`src/rtl/ekrs_pkg.sv`:
```
// shared types and constants for the earliest-k resource selector
package ekrs_pkg;

    localparam int IDX_W  = 4;
    localparam int TIME_W = 32;
    localparam int CNT_W  = 5;
    localparam int RES_CAP = 16;

    localparam logic [1:0] REQ_WRITE    = 2'd0;
    localparam logic [1:0] REQ_SELECT   = 2'd1;
    localparam logic [1:0] REQ_CHECK    = 2'd2;
    localparam logic [1:0] REQ_RESERVED = 2'd3;

    typedef struct packed {
        logic [1:0]        req_type;
        logic [IDX_W-1:0]  worker_id;
        logic [TIME_W-1:0] time_value;
        logic [CNT_W-1:0]  worker_count;
        logic [TIME_W-1:0] begin_time;
    } t_in;

    typedef struct packed {
        logic [IDX_W-1:0]  worker_index;
        logic [TIME_W-1:0] start_time;
        logic              ok;
        logic              error;
        logic              last;
    } t_out;

    typedef struct packed {
        logic [TIME_W-1:0] avail;
        logic [IDX_W-1:0]  id;
    } t_cell;

    typedef enum logic [1:0] {
        ST_IDLE,
        ST_RANK,
        ST_EMIT
    } t_state;

endpackage

```
`src/rtl/ekrs_cell.sv`:
```
// one ring cell: holds a resource availability and its index, compares against a broadcast time if its index is active
module ekrs_cell import ekrs_pkg::*; #(
    parameter logic [IDX_W-1:0] POS = '0
) (
    input  logic              i_clk,
    input  logic              i_rst_n,
    input  logic              i_shift,
    input  t_cell             i_next,
    input  logic              i_wr,
    input  logic [TIME_W-1:0] i_wr_time,
    input  logic [TIME_W-1:0] i_cmp_time,
    input  logic [CNT_W-1:0]  i_active,
    output t_cell             o_cell,
    output logic              o_le
);

    t_cell r_cell;
    t_cell n_cell;

    always_comb begin
        n_cell = r_cell;
        if (i_shift) begin
            n_cell = i_next;
        end else if (i_wr) begin
            n_cell.avail = i_wr_time;
        end
    end

    always_ff @(posedge i_clk) begin
        if (!i_rst_n) begin
            r_cell.avail <= '0;
            r_cell.id    <= POS;
        end else begin
            r_cell <= n_cell;
        end
    end

    assign o_cell = r_cell;
    assign o_le   = ({1'b0, r_cell.id} < i_active) && (r_cell.avail <= i_cmp_time);

endmodule

```
`src/rtl/earliest_k_resource_selector_unit.sv`:
```
// top level: ring of availability cells with a sequencer for write, select and check words
// Write, check and error words give one result each. A select word makes the availability
// ring (N = min(MAX_WORKERS, 16) cells) rotate once to find the k-th smallest time, then
// once more to emit matching indices in index order, pausing while the output stalls. When
// the ready date already frees k resources the first rotation is skipped. The ring rotates
// one cell per cycle unless an output stall holds it, and is always back at rest when idle.
module earliest_k_resource_selector_unit import ekrs_pkg::*; #(
    parameter int MAX_WORKERS = 16
) (
    input  logic             i_clk,
    input  logic             i_rst_n,
    input  logic             i_valid,
    output logic             o_ready,
    input  t_in              i_data,
    output logic             o_valid,
    input  logic             i_ready,
    output t_out             o_data,
    input  logic             i_cfg_valid,
    output logic             o_cfg_ready,
    input  logic [CNT_W-1:0] i_cfg_data
);

    localparam int NCELL = (MAX_WORKERS < RES_CAP) ? MAX_WORKERS : RES_CAP;
    localparam int CW = $clog2(NCELL);

    t_state r_state, n_state;
    logic [CNT_W-1:0]  r_active;
    logic [CNT_W-1:0]  r_k;
    logic [TIME_W-1:0] r_t, n_t;
    logic              r_found, n_found;
    logic [CW-1:0]     r_cnt, n_cnt;
    logic [CNT_W-1:0]  r_emitted, n_emitted;
    logic              r_out_valid, n_out_valid;
    t_out              r_out, n_out;

    t_cell             cells [NCELL];
    logic [NCELL-1:0]  le;
    logic [CNT_W-1:0]  n_act;
    logic [TIME_W-1:0] cmp_time;
    logic [CNT_W-1:0]  pop;
    logic              shift;
    logic              wr;
    logic              out_free;
    logic              accept;
    logic              bad_k;
    logic              ring_end;
    logic              want;

    assign n_act = (r_active > CNT_W'(NCELL)) ? CNT_W'(NCELL) : r_active;
    assign out_free = !r_out_valid || i_ready;
    assign o_ready = (r_state == ST_IDLE) && out_free;
    assign accept = i_valid && o_ready;
    assign o_cfg_ready = 1'b1;
    assign o_valid = r_out_valid;
    assign o_data = r_out;
    assign ring_end = (r_cnt == CW'(NCELL - 1));
    assign bad_k = (i_data.worker_count == '0) || (i_data.worker_count > n_act);
    assign want = le[0] && (r_emitted < r_k);

    always_comb begin
        cmp_time = r_t;
        case (r_state)
            ST_IDLE: cmp_time = (i_data.req_type == REQ_CHECK) ? i_data.begin_time
                                                               : i_data.time_value;
            ST_RANK: cmp_time = cells[0].avail;
            ST_EMIT: cmp_time = r_t;
            default: cmp_time = r_t;
        endcase
    end

    always_comb begin
        pop = '0;
        for (int i = 0; i < NCELL; i++) begin
            pop = pop + CNT_W'(le[i]);
        end
    end

    assign wr = accept && (i_data.req_type == REQ_WRITE);

    genvar g;
    generate
        for (g = 0; g < NCELL; g++) begin : g_cell
            ekrs_cell #(.POS(IDX_W'(g))) u_cell (
                .i_clk      (i_clk),
                .i_rst_n    (i_rst_n),
                .i_shift    (shift),
                .i_next     (cells[(g + 1) % NCELL]),
                .i_wr       (wr && (i_data.worker_id == IDX_W'(g))),
                .i_wr_time  (i_data.time_value),
                .i_cmp_time (cmp_time),
                .i_active   (n_act),
                .o_cell     (cells[g]),
                .o_le       (le[g])
            );
        end
    endgenerate

    // next state
    always_comb begin
        n_state = r_state;
        case (r_state)
            ST_IDLE: begin
                if (accept && (i_data.req_type == REQ_SELECT) && !bad_k) begin
                    n_state = (pop >= i_data.worker_count) ? ST_EMIT : ST_RANK;
                end
            end
            ST_RANK: begin
                if (ring_end) begin
                    n_state = ST_EMIT;
                end
            end
            ST_EMIT: begin
                if (shift && ring_end) begin
                    n_state = ST_IDLE;
                end
            end
            default: n_state = ST_IDLE;
        endcase
    end

    // datapath and outputs
    always_comb begin
        shift       = 1'b0;
        n_t         = r_t;
        n_found     = r_found;
        n_cnt       = r_cnt;
        n_emitted   = r_emitted;
        n_out       = r_out;
        n_out_valid = r_out_valid && !i_ready;
        case (r_state)
            ST_IDLE: begin
                n_cnt     = '0;
                n_emitted = '0;
                n_found   = 1'b0;
                n_t       = i_data.time_value;
                if (accept && (i_data.req_type != REQ_RESERVED)) begin
                    n_out       = '0;
                    n_out.last  = 1'b1;
                    n_out_valid = 1'b1;
                    if (i_data.req_type == REQ_WRITE) begin
                        n_out.ok = (32'(i_data.worker_id) < MAX_WORKERS);
                    end else if (bad_k) begin
                        n_out.error = 1'b1;
                    end else if (i_data.req_type == REQ_CHECK) begin
                        n_out.ok = (i_data.time_value <= i_data.begin_time) &&
                                   (pop >= i_data.worker_count);
                    end else begin
                        n_out_valid = 1'b0;
                    end
                end
            end
            ST_RANK: begin
                shift = 1'b1;
                n_cnt = r_cnt + 1'b1;
                if (({1'b0, cells[0].id} < n_act) && (pop >= r_k) &&
                    (!r_found || (cells[0].avail < r_t))) begin
                    n_t     = cells[0].avail;
                    n_found = 1'b1;
                end
                if (ring_end) begin
                    n_cnt = '0;
                end
            end
            ST_EMIT: begin
                if (!want || out_free) begin
                    shift = 1'b1;
                    n_cnt = r_cnt + 1'b1;
                    if (want) begin
                        n_out.worker_index = cells[0].id;
                        n_out.start_time   = r_t;
                        n_out.ok           = 1'b1;
                        n_out.error        = 1'b0;
                        n_out.last         = (r_emitted + 1'b1 == r_k);
                        n_out_valid        = 1'b1;
                        n_emitted          = r_emitted + 1'b1;
                    end
                    if (ring_end) begin
                        n_cnt = '0;
                    end
                end
            end
            default: begin
                shift = 1'b0;
            end
        endcase
    end

    always_ff @(posedge i_clk) begin
        if (!i_rst_n) begin
            r_state     <= ST_IDLE;
            r_active    <= CNT_W'(RES_CAP);
            r_out_valid <= 1'b0;
            r_cnt       <= '0;
            r_emitted   <= '0;
            r_found     <= 1'b0;
        end else begin
            r_state     <= n_state;
            r_out_valid <= n_out_valid;
            r_cnt       <= n_cnt;
            r_emitted   <= n_emitted;
            r_found     <= n_found;
            if (i_cfg_valid) begin
                r_active <= i_cfg_data;
            end
        end
    end

    always_ff @(posedge i_clk) begin
        r_t   <= n_t;
        r_out <= n_out;
        if (accept) begin
            r_k <= i_data.worker_count;
        end
    end

endmodule
```
`config.mk`:
```
export PLATFORM = sky130hd
export DESIGN_NAME = earliest_k_resource_selector_unit
export DESIGN_NICKNAME = d
export VERILOG_FILES = /design/src/rtl/ekrs_pkg.sv /design/src/rtl/ekrs_cell.sv /design/src/rtl/earliest_k_resource_selector_unit.sv
export SDC_FILE = /design/constraint.sdc
export NUM_CORES = 2
export LEC_CHECK = 0
export BUFFER_PORTS_ARGS = -buffer_cell sky130_fd_sc_hd__buf_2
export CAP_MARGIN = 10
export CORE_ASPECT_RATIO = 0.6
export CORE_MARGIN = 8
export CORE_UTILIZATION = 50
export DETAILED_ROUTE_END_ITERATION = 10
export PLACE_DENSITY = 0.66
export SYNTH_ARGS = -nofsm -noshare
export SYNTH_HDL_FRONTEND = slang
export SYNTH_SLANG_ARGS = --single-unit
```
`constraint.sdc`:
```
create_clock -name i_clk -period 15.3 [get_ports i_clk]
set_input_delay 2.295 -clock i_clk [delete_from_list [all_inputs] [get_ports i_clk]]
set_output_delay 2.295 -clock i_clk [all_outputs]
set_load 0.005 [all_outputs]
```
# Yosys cells after proc, flatten, opt, wreduce, memory -nomap -nowiden
# Index checks and enable logic that the tools add are counted.
# Widths: inputs -> output; s select.
# op_classes
add_sub_neg,17
n_lt_le_gt_ge,39
n_eq_ne,29
n_mux,68
reduce_logical,81
# ops
operator,n
$mux 32,34
$le 32x32->1,17
$pmux 32 s2,2
$mux 39,3
$lt 4x5->1,16
$pmux 39 s2,1
$add 5x1->5,11
$logic_and 1x1->1,44
$eq 4x4->1 const B,9
$reduce_bool 2->1,18
$lt 32x32->1,1
$eq 4x3->1 const B,4
$mux 5,3
$mux 1,13
$ne 2x2->1 const B,6
$pmux 4 s3,1
$ge 5x5->1,2
$pmux 5 s2,1
$eq 4x2->1 const B,2
$mux 2,4
$mux 4,2
$pmux 1 s2,3
$pmux 2 s3,1
$reduce_and 3->1,2
22 further kinds,34
# word_totals
register_bits,670
input_bits,85
elab_cells,279

# Longest topological paths before layout
# depth
ltp_word,27
mapped_depth,36

# By module
# A second synthesis with hierarchy kept.
# unflattened
hier_cells,5778
hier_area_um2,48037.3
# by_module_without_submodules
mod,n_inst,cells_per_inst,area_each_um2
ekrs_cell at g_cell[10].u_cell ...,6,311,2539.9
ekrs_cell at g_cell[1].u_cell ...,4,311,2542.4
ekrs_cell at g_cell[11].u_cell ...,4,311,2538.7
earliest_k_resource_selector_unit,1,802,7392.1
ekrs_cell at g_cell[0].u_cell,1,311,2544.9
ekrs_cell at g_cell[15].u_cell,1,311,2536.2

# Worst setup path after synthesis
# Ideal clock, no wire load.
# synth_timing
path_kind,input port to flip-flop
from,in i_data[74] (netlist bit)
to,reg r_t[0] (enable)
arrival_time_ns,11.674
required_time_ns,14.864
setup_slack_ns,3.190
path_stages,35
path_cell_list,buf_4 -> nor2b_4 -> clkbuf_1 -> clkbuf_1 -> nand2_1 -> a21oi_1 -> a221oi_1 -> ha_1 -> a21o_1 -> a21o_1 -> a21o_1 -> a21o_1 -> a211oi_1 -> o221ai_1 -> a31o_2 -> a221oi_1 -> o22ai_1 -> fa_1 -> inv_1 -> fa_1 -> inv_1 -> fa_1 -> inv_1 -> fa_1 -> ha_1 -> fa_1 -> xor2_1 -> ha_1 -> a21o_1 -> a21o_1 -> a21oi_1 -> nor2_1 -> nand2_1 -> nand4b_1 -> o221ai_1
# synth_between
elab_chain_cells,25
# synth_lines
item,line,text
start: declaration,earliest_k_resource_selector_unit.sv:14,"input t_in i_data,"
$eq 2x2->1 *,earliest_k_resource_selector_unit.sv:63,ST_IDLE: cmp_time = (i_data.req_type == REQ_CHECK) ? i_data.begin_time
$mux 32 *,earliest_k_resource_selector_unit.sv:63,
$pmux 32 s2 *,earliest_k_resource_selector_unit.sv:62,case (r_state)
$le 32x32->1,ekrs_cell.sv:39,"assign o_le = ({1'b0, r_cell.id} < i_active) && (r_cell.avail <= i_cmp_time);"
$logic_and 1x1->1,ekrs_cell.sv:39,
$add 1x1->2,earliest_k_resource_selector_unit.sv:74,pop = pop + CNT_W'(le[i]);
$add 2x1->3,earliest_k_resource_selector_unit.sv:74,
$add 3x1->4,earliest_k_resource_selector_unit.sv:74,
$add 4x1->5,earliest_k_resource_selector_unit.sv:74,
$add 5x1->5 (10 in a row),earliest_k_resource_selector_unit.sv:74,
$add 5x1->5 *,earliest_k_resource_selector_unit.sv:74,
$ge 5x5->1 *,earliest_k_resource_selector_unit.sv:155,"if (({1'b0, cells[0].id} < n_act) && (pop >= r_k) &&"
$logic_and 1x1->1 * (2 in a row),earliest_k_resource_selector_unit.sv:155,
$ne 2x2->1 (no line) *,-,
$reduce_and 2->1 (no line) *,-,
end signal: assignment,earliest_k_resource_selector_unit.sv:209,r_t <= n_t;
end: declaration,earliest_k_resource_selector_unit.sv:29,"logic [TIME_W-1:0] r_t, n_t;"
# Mark *: on every way between the ends. The rest lies on a longest branch, timed or not.
# A chain may end at the register's enable or synchronous reset.

# Worst setup path in the final report
# layout_timing
from,in i_data[74] (netlist bit)
to,reg r_t[6] (enable)
# The elaborated chain is that of the path after synthesis.

==> flow_summary.ini <==
[yosys]
synth_seq_cells = 670
syn_area_um2 = 45600
synth_flop_cell = dfxtp_1
async_flop_share_pct = 0
yosys_warnings = 0
avgSynthCellArea_um2 = 9.42
ys_seq_area_share_pct = 31.1
synth.net_count = 5568
synthesis.instances = 4843
synth_top_area_share_pct = 26.1
synth_commonest_cells = 630 x ha_1, 630 x nor2_1, 594 x dfxtp_1
synth_edf_count = 76
synth.area.top_cells = dfxtp_1 26%, ha_1 17%, mux2i_1 11%
synth.distinct_cells = 80
synth_area_leader_cell = dfxtp_1

[clock_network]
cts_buffers = 69
cts.sink_count = 670
clk_pin_slew_ps = 60
cts_max_level = 3
clk_latency_ps = 660
root_buffer = clkbuf_16
cts_setup_buffers = 0
cts_resized = 0
clock_path_buffers = 3
postCtsHoldBufs = 0
cts_tree = done

[routing]
wl_met3_um = 15600
viasPerCell = 6.22
wl_per_cell_um = 24.3
drc = 0
drt_first_pass_iters = 9
ant_nets = 0
wl_met1_um = 73500
vias = 37600
wl_met2_um = 54000
highest_layer = met4
wl_um = 147000
drt_iter0_drc = 3894

[timing]
fin_crit_sh_pct = 73.2
worst_slack_ps = 4100
min_period_ps = 11200
worst_pin_slew_ps = 1200
finalSetupViolations = 0
maxSlewHeadroom_pct = 20.3
rsz0062_at_grt = false
final.setup.tns_ps = 0
clock.fmax_ghz = 0.0892
skew_ps = 23.6
slew_violations = 0
hold_violations = 0

[floorplan]
dieArea_um2 = 101000
io_pins = 127
die_y_um = 250
rows = 85
die_x_um = 406
core_um2 = 90100
start_util_pct = 50.6

[global_routing]
grt_pass1_wl_um = 222000
grt_max_degree = 196
grt_pass1_vias = 35500
antenna_found_initial = 1
track_usage_pct = 27.8
grt_overflow_total = 0

[run]
maxCapViolCount = 0

[setup_path]
crit_path_end_kind = register
startpoint_type = primary input
rr_endpoint = r_t[6]$_DFFE_PP_
worstPathMaxFanout = 32
reg2reg_slack_ps = 4690
crit_top_cell = a21o_1
r2r-start = r_state[1]$_SDFFE_PN0P_
critPathKind = in -> reg
reg2regPathDepth = 33
slowest_stage = o221ai_4
cp.arrival_ps = 11480
required_ps = 15570
slowest_delay_ps = 940

[finish]
syn_to_final_growth_pct = 8.08
finalNetCount = 5493
fin_cells = 6040
drive_gt1_share_pct = 13.7

[power]
powerDensity_nw_per_um2 = 132
clkPwrFrac_pct = 27.1
power_frac_comb_pct = 37.2
p_int_mw = 4.02
p_sw_mw = 2.51
p_sw_share_pct = 38.4
sequentialPowerShare_pct = 35.7
p_leak_nw = 22.4
ir_drop_v = 0.000163

[hold_path]
min-delay-path-class = reg -> reg
min_path_cells = 2
hold_start = g_cell[6].u_cell.o_cell[3]$_SDFFE_PN0P_
min_to = g_cell[5].u_cell.o_cell[3]$_SDFFE_PN0P_

[place]
numPlacedInstances = 5915
post-place-ws_ps = 3620
port_buffers = 125
gp_congestion = 0.915
dp_hpwl_um = 106000

[outcome]
status = finished, final reports clean
logic make-up after synthesis:
| family | Yosys count | share of synthesized area, % |
|---|---|---|
| adder cells (fa/ha/maj) | 657 | 18.1 |
| multiplexers | 552 | 12.2 |
| flip-flops | 670 | 31.1 |
| buffers and inverters | 482 | 4.88 |
| other | 1 | 0.00822 |
| XOR/XNOR | 29 | 0.557 |
| AO/OA/AOI/OAI | 1185 | 20.7 |
| AND/OR/NAND/NOR | 1267 | 12.4 |
metal layers:
metal	GRT usage, %	vias up
li1	-	17800
met1	44.8	18000
met2	35.7	1610
met3	6.53	202
met4	6.87	0
met5	0	-
critical path, delay by kind of cell:
| family | cells | cell delay, ps |
|---|---|---|
| AOI/OAI and AO/OA | 15 | 3560 |
| adders and majority gates | 8 | 3480 |
| and+or+nand+nor | 5 | 980 |
| buffers and inverters | 4 | 880 |
| xor gates and xnor gates | 1 | 200 |
registers in the layout, indices dropped and copies added, names as in the netlist:
| signal | cells |
|---|---|
| r_cnt | 4 |
| r_active | 5 |
| r_state | 2 |
| o_valid | 1 |
| g_cell.u_cell.o_cell | 576 |
| r_t | 32 |
| o_data | 39 |
| r_found | 1 |
| r_emitted | 5 |
| r_k | 5 |
power groups by stage:
stage	Combinational, mW	Sequential (mW)	Clock (mW)
after floorplan	1.65	2.23	0
after global placement	2.30	2.34	0
after CTS	2.38	2.31	1.78
final	2.43	2.33	1.77
after detailed placement	2.36	2.34	0
after global routing	2.71	2.35	1.86
worst max-delay path by stage:
stage / from / endpoint
after floorplan: i_data[74] / r_t[0]$_DFFE_PP_
after global placement: i_data[74] / r_t[9]$_DFFE_PP_
after detailed placement: i_data[74] / r_t[14]$_DFFE_PP_
after CTS: i_data[74] / r_t[12]$_DFFE_PP_
after global routing: i_data[74] / r_t[13]$_DFFE_PP_
final: i_data[74] / r_t[6]$_DFFE_PP_
area by class of cell:
| class | instances | area [µm²] |
|---|---|---|
| fillers | 8081 | 40800 |
| inverters | 134 | 510 |
| flip-flops and latches | 670 | 14200 |
| clock inverters | 20 | 226 |
| repair buffers | 202 | 1270 |
| multi-input cells | 3691 | 29600 |
| well taps | 1218 | 1520 |
| clock buffers | 102 | 2040 |
| diodes | 3 | 7.51 |
per-stage QoR:
stage          utilization, %  area, µm²  power (mW)  hold WS [ps]
6_report                 54.7      49300        6.53           474
4_1_cts                  54.7      49300        6.48           475
2_1_floorplan               -      45600        3.88           436
5_1_grt                  54.7      49300        6.91           497
3_3_place_gp             52.2      47000        4.65           462
3_5_place_dp             52.2      47000        4.71           464
layout by cell type (no fill, tap or decap), drive strengths merged, types with 55 or more instances in the layout:
master,count
a21o,186
clkbuf,102
dfxtp,594
nand2,251
ha,630
a21oi,236
o21ai,100
nand4,108
buf,202
nand3,72
a211oi,526
nor2,631
inv,137
mux2i,518
edfxtp,76
nand2b,55
No activity file was read; power rests on OpenSTA's default activity.
